$ cat src/rtl/core/voxel_ray_traversal_top_assert.svh
// Assertion macros for the voxel ray traversal top level.
`ifndef VOXEL_RAY_TRAVERSAL_TOP_ASSERT_SVH
`define VOXEL_RAY_TRAVERSAL_TOP_ASSERT_SVH

// Check that expr holds in the same cycle as cond.
`define VRT_ASSERT_NOW(name, cond, expr, msg) \
   name: assert property (@(posedge clock) disable iff (reset) (cond) |-> (expr)) \
      else $error(msg);

// Check that expr holds in the cycle after cond.
`define VRT_ASSERT_NEXT(name, cond, expr, msg) \
   name: assert property (@(posedge clock) disable iff (reset) (cond) |=> (expr)) \
      else $error(msg);

`endif

$ cat src/rtl/core/vrt_pkg.sv
// Shared types and constants of the voxel ray traversal block.
package vrt_pkg;

   localparam int NUM_AXES = 3;
   localparam int AXIS_W = 2;
   localparam int HEIGHT_W = 15;
   localparam int RECIP_STEPS = 31;
   localparam int RECIP_CNT_W = 5;

   localparam logic [31:0] SAT32 = 32'hFFFF_FFFF;
   localparam logic [30:0] RECIP_DIVIDEND = 31'h4000_0000;
   localparam logic [16:0] ONE_Q16 = 17'h1_0000;
   localparam logic [HEIGHT_W-1:0] DEFAULT_HEIGHT = 15'd256;

   localparam logic OP_START = 1'b0;
   localparam logic OP_ANSWER = 1'b1;

   localparam logic [2:0] FACE_POS_X = 3'd0;
   localparam logic [2:0] FACE_NEG_X = 3'd1;
   localparam logic [2:0] FACE_POS_Y = 3'd2;
   localparam logic [2:0] FACE_NEG_Y = 3'd3;
   localparam logic [2:0] FACE_POS_Z = 3'd4;
   localparam logic [2:0] FACE_NEG_Z = 3'd5;

   typedef enum logic [1:0] {
      KIND_QUERY = 2'd0,
      KIND_HIT   = 2'd1,
      KIND_MISS  = 2'd2
   } kind_type;

   typedef enum logic [AXIS_W-1:0] {
      AXIS_X = 2'd0,
      AXIS_Y = 2'd1,
      AXIS_Z = 2'd2
   } axis_type;

   typedef struct packed {
      kind_type          kind;
      logic [2:0][15:0]  voxel;
      logic [2:0][15:0]  prior;
      logic [2:0]        face;
      logic [31:0]       distance;
   } rsp_type;

endpackage

$ cat src/rtl/core/vrt_req_if.sv
// Request channel of the voxel ray traversal block.
interface vrt_req_if;
   logic               valid;
   logic               ready;
   logic               op;
   logic signed [31:0] origin_x;
   logic signed [31:0] origin_y;
   logic signed [31:0] origin_z;
   logic signed [15:0] dir_x;
   logic signed [15:0] dir_y;
   logic signed [15:0] dir_z;
   logic [31:0]        max_distance;
   logic               voxel_solid;

   modport source (
      output valid, op, origin_x, origin_y, origin_z, dir_x, dir_y, dir_z,
      output max_distance, voxel_solid,
      input  ready
   );

   modport sink (
      input  valid, op, origin_x, origin_y, origin_z, dir_x, dir_y, dir_z,
      input  max_distance, voxel_solid,
      output ready
   );
endinterface

$ cat src/rtl/core/vrt_rsp_if.sv
// Response channel of the voxel ray traversal block.
interface vrt_rsp_if;
   logic               valid;
   logic               ready;
   logic [1:0]         kind;
   logic signed [15:0] voxel_x;
   logic signed [15:0] voxel_y;
   logic signed [15:0] voxel_z;
   logic signed [15:0] prior_x;
   logic signed [15:0] prior_y;
   logic signed [15:0] prior_z;
   logic [2:0]         face;
   logic [31:0]        distance;

   modport source (
      output valid, kind, voxel_x, voxel_y, voxel_z, prior_x, prior_y, prior_z,
      output face, distance,
      input  ready
   );

   modport sink (
      input  valid, kind, voxel_x, voxel_y, voxel_z, prior_x, prior_y, prior_z,
      input  face, distance,
      output ready
   );
endinterface

$ cat src/rtl/core/vrt_recip.sv
// Bit-serial restoring divider that forms 2^30 / divisor, one quotient bit per cycle.
module vrt_recip (
   input  logic        clock,
   input  logic        reset,
   input  logic        start,
   input  logic [15:0] divisor,
   output logic        done,
   output logic [30:0] quotient
);

   logic                             busy_ff, busy_in;
   logic                             done_ff, done_in;
   logic [vrt_pkg::RECIP_CNT_W-1:0]  cnt_ff, cnt_in;
   logic [15:0]                      rem_ff, rem_in;
   logic [30:0]                      quo_ff, quo_in;
   logic [15:0]                      div_ff, div_in;
   logic [16:0]                      trial;
   logic                             fits;

   // Shift the next dividend bit into the partial remainder and try a subtract.
   always_comb begin
      trial   = {rem_ff, quo_ff[30]};
      fits    = (trial >= {1'b0, div_ff});
      busy_in = busy_ff;
      done_in = 1'b0;
      cnt_in  = cnt_ff;
      rem_in  = rem_ff;
      quo_in  = quo_ff;
      div_in  = div_ff;
      if (start) begin
         busy_in = 1'b1;
         cnt_in  = vrt_pkg::RECIP_CNT_W'(vrt_pkg::RECIP_STEPS);
         rem_in  = '0;
         quo_in  = vrt_pkg::RECIP_DIVIDEND;
         div_in  = divisor;
      end else if (busy_ff) begin
         rem_in = fits ? 16'(trial - {1'b0, div_ff}) : trial[15:0];
         quo_in = {quo_ff[29:0], fits};
         cnt_in = cnt_ff - 1'b1;
         if (cnt_ff == vrt_pkg::RECIP_CNT_W'(1)) begin
            busy_in = 1'b0;
            done_in = 1'b1;
         end
      end
   end

   always_ff @(posedge clock) begin
      cnt_ff <= cnt_in;
      rem_ff <= rem_in;
      quo_ff <= quo_in;
      div_ff <= div_in;
      if (reset) begin
         busy_ff <= 1'b0;
         done_ff <= 1'b0;
      end else begin
         busy_ff <= busy_in;
         done_ff <= done_in;
      end
   end

   assign done     = done_ff;
   assign quotient = quo_ff;

endmodule

$ cat src/rtl/core/voxel_ray_traversal_top.sv
// Top level of the voxel ray traversal block: sequencer, ray state and response register.
// Walks a ray through a voxel grid one voxel per request. A start request loads
// origin, direction and limit; the block then forms each axis's crossing step with
// the shared bit-serial reciprocal divider (launch, wait for its 31 quotient bits,
// then multiply for the first boundary), and the first response follows the last
// axis. An answer request for the queried voxel picks the nearest boundary, advances
// and checks limit and height band; a blocking answer goes straight to its hit.
// The block takes one request at a time; ready is high only while the sequencer is
// idle, and a finished response waits in the output register without holding up
// the next request. The height band register may be written whenever no ray work
// is in flight.
`include "voxel_ray_traversal_top_assert.svh"
module voxel_ray_traversal_top (
   input  logic                                clock,
   input  logic                                reset,
   vrt_req_if.sink                             req_if,
   vrt_rsp_if.source                           rsp_if,
   input  logic                                csr_wr_en,
   input  logic [vrt_pkg::HEIGHT_W-1:0]        csr_wr_data
);

   typedef enum logic [2:0] {
      ST_IDLE,
      ST_DIV_GO,
      ST_DIV_WAIT,
      ST_MUL,
      ST_SEL,
      ST_ADV,
      ST_VISIT,
      ST_HIT
   } state_type;

   state_type                          state_ff, state_in;
   vrt_pkg::axis_type                  axis_ff, axis_in;
   vrt_pkg::axis_type                  sel_ff, sel_in;
   logic                               ray_active_ff, ray_active_in;
   logic [vrt_pkg::HEIGHT_W-1:0]       height_ff, height_in;
   logic [2:0][15:0]                   voxel_ff, voxel_in;
   logic [2:0][15:0]                   prev_ff, prev_in;
   logic [2:0][31:0]                   bound_ff, bound_in;
   logic [2:0][31:0]                   cross_ff, cross_in;
   logic [2:0]                         neg_ff, neg_in;
   logic [2:0][15:0]                   frac_ff, frac_in;
   logic [2:0][15:0]                   mag_ff, mag_in;
   logic [2:0]                         face_ff, face_in;
   logic [31:0]                        trav_ff, trav_in;
   logic [31:0]                        limit_ff, limit_in;
   logic                               rsp_valid_ff, rsp_valid_in;
   vrt_pkg::rsp_type                   rsp_ff, rsp_in;

   vrt_pkg::axis_type                  cur;
   logic [31:0]                        cur_bound;
   logic [31:0]                        cur_cross;
   logic [15:0]                        cur_mag;
   logic [15:0]                        cur_frac;
   logic [15:0]                        cur_voxel;
   logic                               cur_neg;
   logic [2:0]                         cur_face;
   logic [16:0]                        first_dist;
   logic [48:0]                        product;
   logic [32:0]                        step_sum;
   logic                               out_free;
   logic                               accept;
   logic                               is_miss;
   logic                               div_start;
   logic                               div_done;
   logic [30:0]                        div_quo;
   logic [2:0][31:0]                   req_origin;
   logic [2:0][15:0]                   req_dir;

   vrt_recip u_recip (
      .clock    (clock),
      .reset    (reset),
      .start    (div_start),
      .divisor  (cur_mag),
      .done     (div_done),
      .quotient (div_quo)
   );

   assign req_origin = {req_if.origin_z, req_if.origin_y, req_if.origin_x};
   assign req_dir    = {req_if.dir_z, req_if.dir_y, req_if.dir_x};
   assign accept     = req_if.valid && req_if.ready;
   assign out_free   = !rsp_valid_ff || rsp_if.ready;
   assign div_start  = (state_ff == ST_DIV_GO);

   // Select the axis being worked on: the stepping axis while advancing, else setup.
   always_comb begin
      cur       = (state_ff == ST_ADV) ? sel_ff : axis_ff;
      cur_bound = '0;
      cur_cross = '0;
      cur_mag   = '0;
      cur_frac  = '0;
      cur_voxel = '0;
      cur_neg   = 1'b0;
      for (int i = 0; i < vrt_pkg::NUM_AXES; i++) begin
         if (vrt_pkg::AXIS_W'(i) == cur) begin
            cur_bound = bound_ff[i];
            cur_cross = cross_ff[i];
            cur_mag   = mag_ff[i];
            cur_frac  = frac_ff[i];
            cur_voxel = voxel_ff[i];
            cur_neg   = neg_ff[i];
         end
      end
      case (cur)
         vrt_pkg::AXIS_X: cur_face = cur_neg ? vrt_pkg::FACE_POS_X : vrt_pkg::FACE_NEG_X;
         vrt_pkg::AXIS_Y: cur_face = cur_neg ? vrt_pkg::FACE_POS_Y : vrt_pkg::FACE_NEG_Y;
         vrt_pkg::AXIS_Z: cur_face = cur_neg ? vrt_pkg::FACE_POS_Z : vrt_pkg::FACE_NEG_Z;
         default:         cur_face = vrt_pkg::FACE_POS_Y;
      endcase
   end

   // First boundary product, the saturating step sum and the miss check.
   always_comb begin
      first_dist = cur_neg ? {1'b0, cur_frac} : 17'(vrt_pkg::ONE_Q16 - {1'b0, cur_frac});
      product    = 49'(first_dist) * 49'(cur_cross);
      step_sum   = {1'b0, cur_bound} + {1'b0, cur_cross};
      is_miss    = (trav_ff > limit_ff) || (trav_ff == vrt_pkg::SAT32) ||
                   voxel_ff[1][15] || (voxel_ff[1] >= {1'b0, height_ff});
   end

   // Sequencer and ray state updates.
   always_comb begin
      state_in      = state_ff;
      axis_in       = axis_ff;
      sel_in        = sel_ff;
      ray_active_in = ray_active_ff;
      height_in     = csr_wr_en ? csr_wr_data : height_ff;
      voxel_in      = voxel_ff;
      prev_in       = prev_ff;
      bound_in      = bound_ff;
      cross_in      = cross_ff;
      neg_in        = neg_ff;
      frac_in       = frac_ff;
      mag_in        = mag_ff;
      face_in       = face_ff;
      trav_in       = trav_ff;
      limit_in      = limit_ff;
      rsp_in        = rsp_ff;
      rsp_valid_in  = (rsp_valid_ff && rsp_if.ready) ? 1'b0 : rsp_valid_ff;

      case (state_ff)
         ST_IDLE: begin
            if (accept) begin
               if (req_if.op == vrt_pkg::OP_START) begin
                  // Load the new ray, dropping any ray in progress.
                  for (int i = 0; i < vrt_pkg::NUM_AXES; i++) begin
                     voxel_in[i] = req_origin[i][31:16];
                     prev_in[i]  = req_origin[i][31:16];
                     frac_in[i]  = req_origin[i][15:0];
                     neg_in[i]   = req_dir[i][15];
                     mag_in[i]   = req_dir[i][15] ? 16'(~req_dir[i] + 16'd1) : req_dir[i];
                  end
                  face_in  = vrt_pkg::FACE_POS_Y;
                  trav_in  = '0;
                  limit_in = req_if.max_distance;
                  axis_in  = vrt_pkg::AXIS_X;
                  state_in = ST_DIV_GO;
               end else if (ray_active_ff) begin
                  state_in = req_if.voxel_solid ? ST_HIT : ST_SEL;
               end
            end
         end

         ST_DIV_GO: begin
            state_in = ST_DIV_WAIT;
         end

         ST_DIV_WAIT: begin
            if (div_done) begin
               for (int i = 0; i < vrt_pkg::NUM_AXES; i++) begin
                  if (vrt_pkg::AXIS_W'(i) == cur) begin
                     cross_in[i] = (cur_mag == '0) ? vrt_pkg::SAT32 : {1'b0, div_quo};
                  end
               end
               state_in = ST_MUL;
            end
         end

         ST_MUL: begin
            for (int i = 0; i < vrt_pkg::NUM_AXES; i++) begin
               if (vrt_pkg::AXIS_W'(i) == cur) begin
                  bound_in[i] = product[48] ? vrt_pkg::SAT32 : product[47:16];
               end
            end
            case (axis_ff)
               vrt_pkg::AXIS_X: begin
                  axis_in  = vrt_pkg::AXIS_Y;
                  state_in = ST_DIV_GO;
               end
               vrt_pkg::AXIS_Y: begin
                  axis_in  = vrt_pkg::AXIS_Z;
                  state_in = ST_DIV_GO;
               end
               default: begin
                  state_in = ST_VISIT;
               end
            endcase
         end

         ST_SEL: begin
            // Pick the axis with the nearest boundary; ties go to the later axis.
            prev_in = voxel_ff;
            if (bound_ff[0] < bound_ff[1] && bound_ff[0] < bound_ff[2]) begin
               sel_in = vrt_pkg::AXIS_X;
            end else if (bound_ff[1] < bound_ff[2]) begin
               sel_in = vrt_pkg::AXIS_Y;
            end else begin
               sel_in = vrt_pkg::AXIS_Z;
            end
            state_in = ST_ADV;
         end

         ST_ADV: begin
            // Advance one voxel along the chosen axis.
            trav_in = cur_bound;
            face_in = cur_face;
            for (int i = 0; i < vrt_pkg::NUM_AXES; i++) begin
               if (vrt_pkg::AXIS_W'(i) == cur) begin
                  bound_in[i] = step_sum[32] ? vrt_pkg::SAT32 : step_sum[31:0];
                  voxel_in[i] = cur_neg ? 16'(cur_voxel - 16'd1) : 16'(cur_voxel + 16'd1);
               end
            end
            state_in = ST_VISIT;
         end

         ST_VISIT: begin
            // Report a query, or a miss when past the limit, saturated or out of the band.
            if (out_free) begin
               rsp_valid_in = 1'b1;
               if (is_miss) begin
                  ray_active_in   = 1'b0;
                  rsp_in.kind     = vrt_pkg::KIND_MISS;
                  rsp_in.voxel    = '0;
                  rsp_in.prior    = '0;
                  rsp_in.face     = vrt_pkg::FACE_POS_Y;
                  rsp_in.distance = '0;
               end else begin
                  ray_active_in   = 1'b1;
                  rsp_in.kind     = vrt_pkg::KIND_QUERY;
                  rsp_in.voxel    = voxel_ff;
                  rsp_in.prior    = prev_ff;
                  rsp_in.face     = face_ff;
                  rsp_in.distance = trav_ff;
               end
               state_in = ST_IDLE;
            end
         end

         ST_HIT: begin
            if (out_free) begin
               rsp_valid_in    = 1'b1;
               ray_active_in   = 1'b0;
               rsp_in.kind     = vrt_pkg::KIND_HIT;
               rsp_in.voxel    = voxel_ff;
               rsp_in.prior    = prev_ff;
               rsp_in.face     = face_ff;
               rsp_in.distance = trav_ff;
               state_in        = ST_IDLE;
            end
         end

         default: begin
            state_in = ST_IDLE;
         end
      endcase
   end

   always_ff @(posedge clock) begin
      sel_ff   <= sel_in;
      voxel_ff <= voxel_in;
      prev_ff  <= prev_in;
      bound_ff <= bound_in;
      cross_ff <= cross_in;
      neg_ff   <= neg_in;
      frac_ff  <= frac_in;
      mag_ff   <= mag_in;
      face_ff  <= face_in;
      trav_ff  <= trav_in;
      limit_ff <= limit_in;
      rsp_ff   <= rsp_in;
      if (reset) begin
         state_ff      <= ST_IDLE;
         axis_ff       <= vrt_pkg::AXIS_X;
         ray_active_ff <= 1'b0;
         height_ff     <= vrt_pkg::DEFAULT_HEIGHT;
         rsp_valid_ff  <= 1'b0;
      end else begin
         state_ff      <= state_in;
         axis_ff       <= axis_in;
         ray_active_ff <= ray_active_in;
         height_ff     <= height_in;
         rsp_valid_ff  <= rsp_valid_in;
      end
   end

   // Drive request ready from the sequencer state and the response channel from the output register.
   assign req_if.ready    = (state_ff == ST_IDLE);
   assign rsp_if.valid    = rsp_valid_ff;
   assign rsp_if.kind     = rsp_ff.kind;
   assign rsp_if.voxel_x  = rsp_ff.voxel[0];
   assign rsp_if.voxel_y  = rsp_ff.voxel[1];
   assign rsp_if.voxel_z  = rsp_ff.voxel[2];
   assign rsp_if.prior_x  = rsp_ff.prior[0];
   assign rsp_if.prior_y  = rsp_ff.prior[1];
   assign rsp_if.prior_z  = rsp_ff.prior[2];
   assign rsp_if.face     = rsp_ff.face;
   assign rsp_if.distance = rsp_ff.distance;

   // Checks on the sequencer and the response register.
   `VRT_ASSERT_NEXT(a_start_busy, accept && req_if.op == vrt_pkg::OP_START, !req_if.ready, "start request did not make the block busy")
   `VRT_ASSERT_NOW(a_miss_clear, rsp_valid_ff && rsp_ff.kind == vrt_pkg::KIND_MISS, rsp_ff.distance == '0 && rsp_ff.face == vrt_pkg::FACE_POS_Y, "miss response carries stale fields")
   `VRT_ASSERT_NOW(a_div_sync, div_done, state_ff == ST_DIV_WAIT, "divider finished outside the setup wait")
   `VRT_ASSERT_NOW(a_hit_active, state_ff == ST_HIT, ray_active_ff, "hit reported without an active ray")

endmodule

$ cat src/flat_wrapper.sv
// flat-port wrapper written by rule: the top's interface ports become plain ports
module voxel_ray_traversal_top_flat 
  (clock, reset, csr_wr_en, csr_wr_data, req_if_valid, req_if_op, req_if_origin_x, req_if_origin_y, req_if_origin_z, req_if_dir_x, req_if_dir_y, req_if_dir_z, req_if_max_distance, req_if_voxel_solid, req_if_ready, rsp_if_valid, rsp_if_kind, rsp_if_voxel_x, rsp_if_voxel_y, rsp_if_voxel_z, rsp_if_prior_x, rsp_if_prior_y, rsp_if_prior_z, rsp_if_face, rsp_if_distance, rsp_if_ready);
  vrt_req_if req_if_i ();
  vrt_rsp_if rsp_if_i ();
  input  logic clock;
  input  logic reset;
  input  logic csr_wr_en;
  input  logic [vrt_pkg::HEIGHT_W-1:0] csr_wr_data;
  input wire logic [$bits(req_if_i.valid)-1:0] req_if_valid;
  input wire logic [$bits(req_if_i.op)-1:0] req_if_op;
  input wire logic [$bits(req_if_i.origin_x)-1:0] req_if_origin_x;
  input wire logic [$bits(req_if_i.origin_y)-1:0] req_if_origin_y;
  input wire logic [$bits(req_if_i.origin_z)-1:0] req_if_origin_z;
  input wire logic [$bits(req_if_i.dir_x)-1:0] req_if_dir_x;
  input wire logic [$bits(req_if_i.dir_y)-1:0] req_if_dir_y;
  input wire logic [$bits(req_if_i.dir_z)-1:0] req_if_dir_z;
  input wire logic [$bits(req_if_i.max_distance)-1:0] req_if_max_distance;
  input wire logic [$bits(req_if_i.voxel_solid)-1:0] req_if_voxel_solid;
  output wire logic [$bits(req_if_i.ready)-1:0] req_if_ready;
  output wire logic [$bits(rsp_if_i.valid)-1:0] rsp_if_valid;
  output wire logic [$bits(rsp_if_i.kind)-1:0] rsp_if_kind;
  output wire logic [$bits(rsp_if_i.voxel_x)-1:0] rsp_if_voxel_x;
  output wire logic [$bits(rsp_if_i.voxel_y)-1:0] rsp_if_voxel_y;
  output wire logic [$bits(rsp_if_i.voxel_z)-1:0] rsp_if_voxel_z;
  output wire logic [$bits(rsp_if_i.prior_x)-1:0] rsp_if_prior_x;
  output wire logic [$bits(rsp_if_i.prior_y)-1:0] rsp_if_prior_y;
  output wire logic [$bits(rsp_if_i.prior_z)-1:0] rsp_if_prior_z;
  output wire logic [$bits(rsp_if_i.face)-1:0] rsp_if_face;
  output wire logic [$bits(rsp_if_i.distance)-1:0] rsp_if_distance;
  input wire logic [$bits(rsp_if_i.ready)-1:0] rsp_if_ready;
  assign req_if_i.valid = req_if_valid;
  assign req_if_i.op = req_if_op;
  assign req_if_i.origin_x = req_if_origin_x;
  assign req_if_i.origin_y = req_if_origin_y;
  assign req_if_i.origin_z = req_if_origin_z;
  assign req_if_i.dir_x = req_if_dir_x;
  assign req_if_i.dir_y = req_if_dir_y;
  assign req_if_i.dir_z = req_if_dir_z;
  assign req_if_i.max_distance = req_if_max_distance;
  assign req_if_i.voxel_solid = req_if_voxel_solid;
  assign req_if_ready = req_if_i.ready;
  assign rsp_if_valid = rsp_if_i.valid;
  assign rsp_if_kind = rsp_if_i.kind;
  assign rsp_if_voxel_x = rsp_if_i.voxel_x;
  assign rsp_if_voxel_y = rsp_if_i.voxel_y;
  assign rsp_if_voxel_z = rsp_if_i.voxel_z;
  assign rsp_if_prior_x = rsp_if_i.prior_x;
  assign rsp_if_prior_y = rsp_if_i.prior_y;
  assign rsp_if_prior_z = rsp_if_i.prior_z;
  assign rsp_if_face = rsp_if_i.face;
  assign rsp_if_distance = rsp_if_i.distance;
  assign rsp_if_i.ready = rsp_if_ready;
  voxel_ray_traversal_top u_core (.clock(clock), .reset(reset), .req_if(req_if_i), .rsp_if(rsp_if_i), .csr_wr_en(csr_wr_en), .csr_wr_data(csr_wr_data));
endmodule
$ cat config.mk
export PLATFORM = sky130hd
export DESIGN_NAME = voxel_ray_traversal_top_flat
export DESIGN_NICKNAME = d
export VERILOG_FILES = /design/src/rtl/core/vrt_pkg.sv /design/src/rtl/core/vrt_req_if.sv /design/src/rtl/core/vrt_rsp_if.sv /design/src/rtl/core/vrt_recip.sv /design/src/rtl/core/voxel_ray_traversal_top.sv /design/src/flat_wrapper.sv
export VERILOG_INCLUDE_DIRS = /design/src /design/src/rtl/core
export SDC_FILE = /design/constraint.sdc
export NUM_CORES = 2
export LEC_CHECK = 0
export ABC_AREA = 0
export BUFFER_PORTS_ARGS = -buffer_cell sky130_fd_sc_hd__buf_4
export CORE_MARGIN = 2
export CORE_UTILIZATION = 60
export CTS_CLUSTER_SIZE = 30
export DETAILED_ROUTE_END_ITERATION = 8
export GPL_TIMING_DRIVEN = 0
export HOLD_SLACK_MARGIN = 0.03
export PLACE_DENSITY = 0.9
export SKIP_CTS_REPAIR_TIMING = 1
export SLEW_MARGIN = 15
export SYNTH_ARGS = -nofsm -noshare
export SYNTH_HDL_FRONTEND = slang
export SYNTH_SLANG_ARGS = --single-unit
$ cat constraint.sdc
create_clock -name clock -period 15.9 [get_ports clock]
set_input_delay 1.59 -clock clock [delete_from_list [all_inputs] [get_ports clock]]
set_output_delay 1.59 -clock clock [all_outputs]
set_load 0.05 [all_outputs]
; ---- Word-level counts from Yosys, hierarchy flattened
; Index checks and enable logic that the tools add are counted.
[word_totals]
regBits = 681
inputBits = 198
out_inout_bits = 135
wordCells = 210
[op_classes]
add_sub_neg = 9
n_mul = 1
n_lt_le_gt_ge = 6
eq_ne = 28
muxes = 80
bitwise_logic = 5
n_reduce_logical = 35
[ops]
columns = operator, n
row1 = 2-to-1 mux 32 bit, 17
row2 = 2-to-1 mux 133 bit, 3
row3 = case mux 133 bit (2 select lines), 1
row4 = 2-to-1 mux 16 bit, 14
row5 = case mux 48 bit (2 select lines), 2
row6 = case mux 96 bit (2 select lines), 1
row7 = < comparator 32 bit, 3
row8 = 2-to-1 mux 48 bit, 2
row9 = adder 16 x 1 -> 16 bit (second input constant), 4
row10 = case mux 32 bit (2 select lines), 1
row11 = multiplier 17 x 32 -> 49 bit, 1
row12 = NOT 16 bit, 3
row13 = 2-to-1 mux 15 bit, 3
row14 = adder 32 x 32 -> 33 bit, 1
row15 = == test 32 bit (second input constant), 1
row16 = > comparator 32 bit, 1
row17 = AND reduction 3 bit, 10
row18 = 2-to-1 mux 3 bit, 8
row19 = case mux 3 bit (7 select lines), 1
row20 = AND reduction 4 bit, 5
row21 = greater-or-equal comparator 17 x 16 -> 1 bit, 1
row22 = 2-to-1 mux 17 bit, 1
row23 = subtractor 17 x 16 -> 17 bit (first input constant), 1
row24 = greater-or-equal comparator 16 x 15 -> 1 bit, 1
row25 = other kinds (31), 78

; ---- Longest topological paths before layout
[logic_depth]
ltp_word = 12
mapped_depth = 43
mapped_depth_nobuf = 35

; ---- Cells and area by module
; From an unflattened synthesis, not the netlist that was laid out.
[hier_totals]
hier_cells = 4856
hier_area_um2 = 51130.3
[by_module_without_submodules]
columns = mod, instances, cells_per_inst, area_per_inst_um2
row1 = voxel_ray_traversal_top, 1, 4470, 47396.7
row2 = vrt_recip, 1, 386, 3733.6

; ---- Worst setup path after synthesis
; OpenSTA, ideal clock, no wires.
[synth_path]
path_type = register to register
startpoint = register u_core.state_ff[2]
endpoint = register u_core.bound_ff[24] in the netlist's numbering (data pin)
setup_ns = 0.285
arrival_time_ns = 9.458
setup_slack_ns = 6.156
stages_incl_launch_ff = 42
path_buffers = 8
synth_period_minus_slack_ns = 9.744
cell_sequence = dfxtp_1 > and3b_1 > buf_4 > mux2i_1 > buf_4 > and2_1 > buf_6 > clkbuf_1 > nand2_1 > o21ai_0 > clkbuf_1 > inv_1 > ha_1 > nand2_1 > nor3_1 > a31oi_1 > xor2_1 > clkbuf_1 > [6 not listed] > fa_1 > inv_1 > fa_1 > inv_1 > ha_1 > clkbuf_1 > nand4_1 > nor2_1 > nand2_1 > o311a_1 > o21ai_0 > a41o_1 > a221o_1 > a21oi_1 > or3_1 > nand2_1 > clkbuf_1 > a22oi_1
[synth_rtl]
columns = element, line
row1 = "start, declared", voxel_ray_traversal_top.sv:33  ; state_type state_ff, state_in;
row2 = "start signal, assigned", voxel_ray_traversal_top.sv:289  ; state_ff <= state_in;
row3 = "end signal, assigned", voxel_ray_traversal_top.sv:273  ; bound_ff <= bound_in;
row4 = "end, declared", voxel_ray_traversal_top.sv:40  ; logic [2:0][31:0] bound_ff, bound_in;

; ---- Worst setup path after layout
[layout_path]
startpoint = register u_core.state_ff[1]
endpoint = register u_core.bound_ff[89] in the netlist's numbering (data pin)
[layout_between]
elab_chain_len = 12
word_cells_on_any_way = 27
[layout_lines]
columns = element, line
row1 = == test 3 bit, "voxel_ray_traversal_top.sv:88, voxel_ray_traversal_top.sv:142"
row2 = 2-to-1 mux 2 bit, voxel_ray_traversal_top.sv:88  ; cur = (state_ff == ST_ADV) ? sel_ff : axis_ff;
row3 = zero test 2 bit, voxel_ray_traversal_top.sv:96  ; if (vrt_pkg::AXIS_W'(i) == cur) begin
row4 = 2-to-1 mux 16 bit (3 in series), voxel_ray_traversal_top.sv:96
row5 = subtractor 17 x 16 -> 17 bit, voxel_ray_traversal_top.sv:115  ; first_dist = cur_neg ? {1'b0, cur_frac} : 17'(vrt_pkg::ONE_Q16 - {1'b0, cur_frac});
row6 = 2-to-1 mux 17 bit, voxel_ray_traversal_top.sv:115
row7 = multiplier 17 x 32 -> 49 bit, voxel_ray_traversal_top.sv:116  ; product = 49'(first_dist) * 49'(cur_cross);
row8 = 2-to-1 mux 32 bit, voxel_ray_traversal_top.sv:183  ; bound_in[i] = product[48] ? vrt_pkg::SAT32 : product[47:16];
row9 = 2-to-1 mux 32 bit, voxel_ray_traversal_top.sv:182  ; if (vrt_pkg::AXIS_W'(i) == cur) begin
row10 = case mux 96 bit (2 select lines) *, voxel_ray_traversal_top.sv:142  ; case (state_ff)
; Mark *: on every way between the ends. The rest lies on a longest branch, timed or not. The select of a mux whose other input is x is not followed.
; A chain may end at the register's enable or synchronous reset.

==> summary.md <==
| Metric | Value |
|---|---|
| Synth cell types | `approximately 80` |
| Kind of critical path | `reg2reg` |
| Count of pins over their slew limit | `0` |
| Setup tns final | `0 ns` |
| Critical path's slowest cell | `clkbuf_1` |
| Initial core utilization | `60.2%` |
| EDFF count, synth | `605` |
| TritonCTS clock tree | `yes` |
| DR iter-0 viols | `~4100` |
| Post-layout min period | `roughly 13 ns` |
| Drt wl/cell | `between 20 and 25 um` |
| Largest net degree at the start of global routing | `36` |
| CTS clk-pin slew, worst paths | `approximately 0.060 ns` |
| Number of top-level pins | `333` |
| Min-Delay Path Class | `reg2reg` |
| Final Setup Violations | `0` |
| Final #Nets | `a little over 6000` |
| Cell area after synthesis | `~50000 um2` |
| Worst stage delay on the critical path | `0.75 ns` |
| Ys Warns | `0` |
| Clock sink count | `roughly 700` |
| Worst Tran Pin Value | `1.36 ns` |
| First-pass GRT wire length | `221000 um` |
| Synth-to-layout area growth | `13.7%` |
| Syn Nets | `roughly 5800` |
| Vias in the first global route | `between 30000 and 40000` |
| Arrival time worst endpoint | `between 10 and 15 ns` |
| Routed Antenna Nets | `0` |
| Global route total overflow | `0` |
| Area of the multi-input gates | `approximately 27000 um2` |
| Synth top area share | `36.2%` |
| DIE AREA | `86000 um2` |
| Number of port buffers | `331` |
| Remaining DRCs | `0` |
| Sequential-to-total area share from yosys stat | `about two fifths` |
| Yosys top cell by area | `edfxtp_1` |
| Final hold vios | `0` |
| Placement Cell Area | `54500 um2` |
| Ys async rst share | `0%` |
| Setup Skew | `slightly below 0.04 ns` |
| H-tree depth | `3` |
| Primary FF master, synth | `edfxtp_1` |
| WL final | `146000 um` |
| Total number of vias | `approximately 39000` |
| Die H | `~300 um` |
| Chip Width | `about 290 um` |
| Maximum fanout along the worst path | `10` |
| Deepest clock path buffer count | `3` |
| MaxCap Viol Count | `0` |
| 1st-pass router iterations | `9` |
| Top cells by area, synth | `edfxtp_1 36%, fa_1 18%, ha_1 8.2%, inv_1 5.4%, nand2_1 5.1%` |
| Rows | `roughly 110` |
| Final Cycle Share | `a little over four fifths` |
| Root Driver | `clkbuf_16` |
| Core Area | `around 83000 um2` |
| Gr usage total | `33.7%` |
| Synth Area per Inst | `roughly 11 um2` |
| Worst setup SP type | `register` |
| GPL Wtd Cong | `roughly 1.0` |
| CTS buffer count | `slightly above 70` |
| Initial antenna violation count | `9` |
| Post-route cell area | `57100 um2` |
| Fmax | `0.0741 GHz` |
| FF+latch count, synth | `a little under 700` |
| Endpoint type of the worst setup path | `register` |
| Slew HR | `slightly below 9%` |
| Unrepaired setup endpoints after global routing | `false` |
| Reg area | `roughly 20000 um2` |
| Critical Path RT | `16.22 ns` |
| Worst-Skew Late Latency | `0.65 ns` |
| Vias/cell | `just over 6` |
| Share of cells above drive strength 1 | `a little over a tenth` |
| Cells after Synth | `4773` |
| Fill count | `approximately 5700` |
| Hpwl dp | `around 110000 um` |
| Status | `finished clean` |
[stage by stage]
step	utilization (%)	setup WS, ns	hold WS, ns	std cells
floorplan	-	6.16	0.450	4773
global placement	64.9	2.83	0.462	6184
detailed placement	65.5	2.72	0.485	6208
CTS	68.5	2.76	0.493	6342
global route	68.5	1.94	0.518	6346
finish	68.5	2.40	0.497	6346
[Yosys cell counts (all sizes together), types with 53 or more instances]
library cell / number
mux2i: 135
nand2b: 64
fa: 450
xnor2: 94
edfxtp: 605
ha: 329
and2: 258
nand2: 679
xor2: 53
a21oi: 188
dfxtp: 76
nor2: 226
inv: 728
a21o: 73
o21ai: 171
clkbuf: 162
[sequential cells by signal, summed over array words and instances (netlist names), 16 cells and up]
| register | flops |
|---|---|
| u_core.prev_ff | 48 |
| u_core.rsp_if.prior_z | 16 |
| u_core.mag_ff | 48 |
| u_core.bound_ff | 96 |
| u_core.cross_ff | 96 |
| u_core.voxel_ff | 48 |
| u_core.rsp_if.prior_y | 16 |
| u_core.rsp_if.prior_x | 16 |
| u_core.u_recip.div_ff | 16 |
| u_core.rsp_if.voxel_z | 16 |
| u_core.u_recip.rem_ff | 16 |
| u_core.u_recip.quotient | 31 |
| u_core.frac_ff | 48 |
| u_core.rsp_if.distance | 32 |
| u_core.rsp_if.voxel_y | 16 |
| u_core.trav_ff | 32 |
| u_core.limit_ff | 32 |
| u_core.rsp_if.voxel_x | 16 |
[critical path, delay by kind of cell (launching register included)]
kind | cells | cell delay, ns
AND/OR/NAND/NOR | 9 | 2.02
XOR/XNOR | 1 | 0.69
AO/OA/AOI/OAI | 8 | 2.40
multiplexers | 1 | 0.31
adder cells (fa/ha/maj) | 8 | 3.57
buffers and inverters | 11 | 3.73
flip-flops | 1 | 0.41
[cell families (layout without fill, tap and decap cells)]
kind of cell,Yosys count,in the layout,synth area share [%]
and+or+nand+nor,1409,1409,13.1
buffers and inverters,916,1405,6.93
adders and majority gates,779,779,26.2
DFF,681,681,39.2
AOI/OAI and AO/OA,656,656,8.15
muxes,185,185,3.83
xor gates and xnor gates,147,147,2.60
other,0,4,0
[placed cells by master, fill, tap and decap left out, types with 12 or more instances in the layout]
cell type / count
and2_1: 258
a21o_1: 72
nand3_1: 20
nand4_1: 39
o21ai_1: 17
xor2_1: 52
nor2_1: 220
a211oi_1: 14
edfxtp_1: 605
buf_4: 337
a21oi_1: 186
nand2_1: 679
clkbuf_1: 177
xnor2_1: 93
a22oi_1: 30
mux2i_1: 135
inv_1: 727
nand2b_1: 64
nor2b_1: 29
o21a_1: 24
fa_1: 450
dfxtp_1: 76
a31oi_1: 12
o31ai_1: 14
o21ai_0: 147
o22ai_1: 36
nor4_1: 14
nor3_1: 21
mux2_2: 48
clkbuf_16: 75
ha_1: 329
o21bai_1: 14
and3_1: 14
[path summary, 6_finish.rpt]
path	startpoint	end	slack, ns	cells after the start
max	u_core.state_ff[1]$_SDFFE_PP0P_	u_core.bound_ff[89]$_DFFE_PP_	2.40	38
min	u_core.ray_active_ff$_SDFFE_PP0P_	u_core.ray_active_ff$_SDFFE_PP0P_	0.50	2
max reg2reg	u_core.state_ff[1]$_SDFFE_PP0P_	u_core.bound_ff[89]$_DFFE_PP_	2.40	38
min reg2reg	u_core.ray_active_ff$_SDFFE_PP0P_	u_core.ray_active_ff$_SDFFE_PP0P_	0.50	2
[layout make-up]
class,count,area share (%)
timing repair buffer,355,5.12
multi-input combinational,3176,47.5
antenna,4,0.0175
tap,1080,2.37
buffer,187,1.30
sequential,681,34.5
clock inverter,36,0.785
clock buffer,98,3.56
inverter,729,4.80
[routing by layer]
metal | global-route usage (%) | vias to the layer above | wire length [um]
met5 | 0 | - | 32
met4 | 18.7 | 6 | 8770
met3 | 9.28 | 538 | 17000
met2 | 54.3 | 2586 | 67900
met1 | 41.4 | 18800 | 52200
li1 | - | 16700 | -
Power is not shown: default switching activity piles up to over one toggle a cycle in this logic, so the estimate is an artifact.
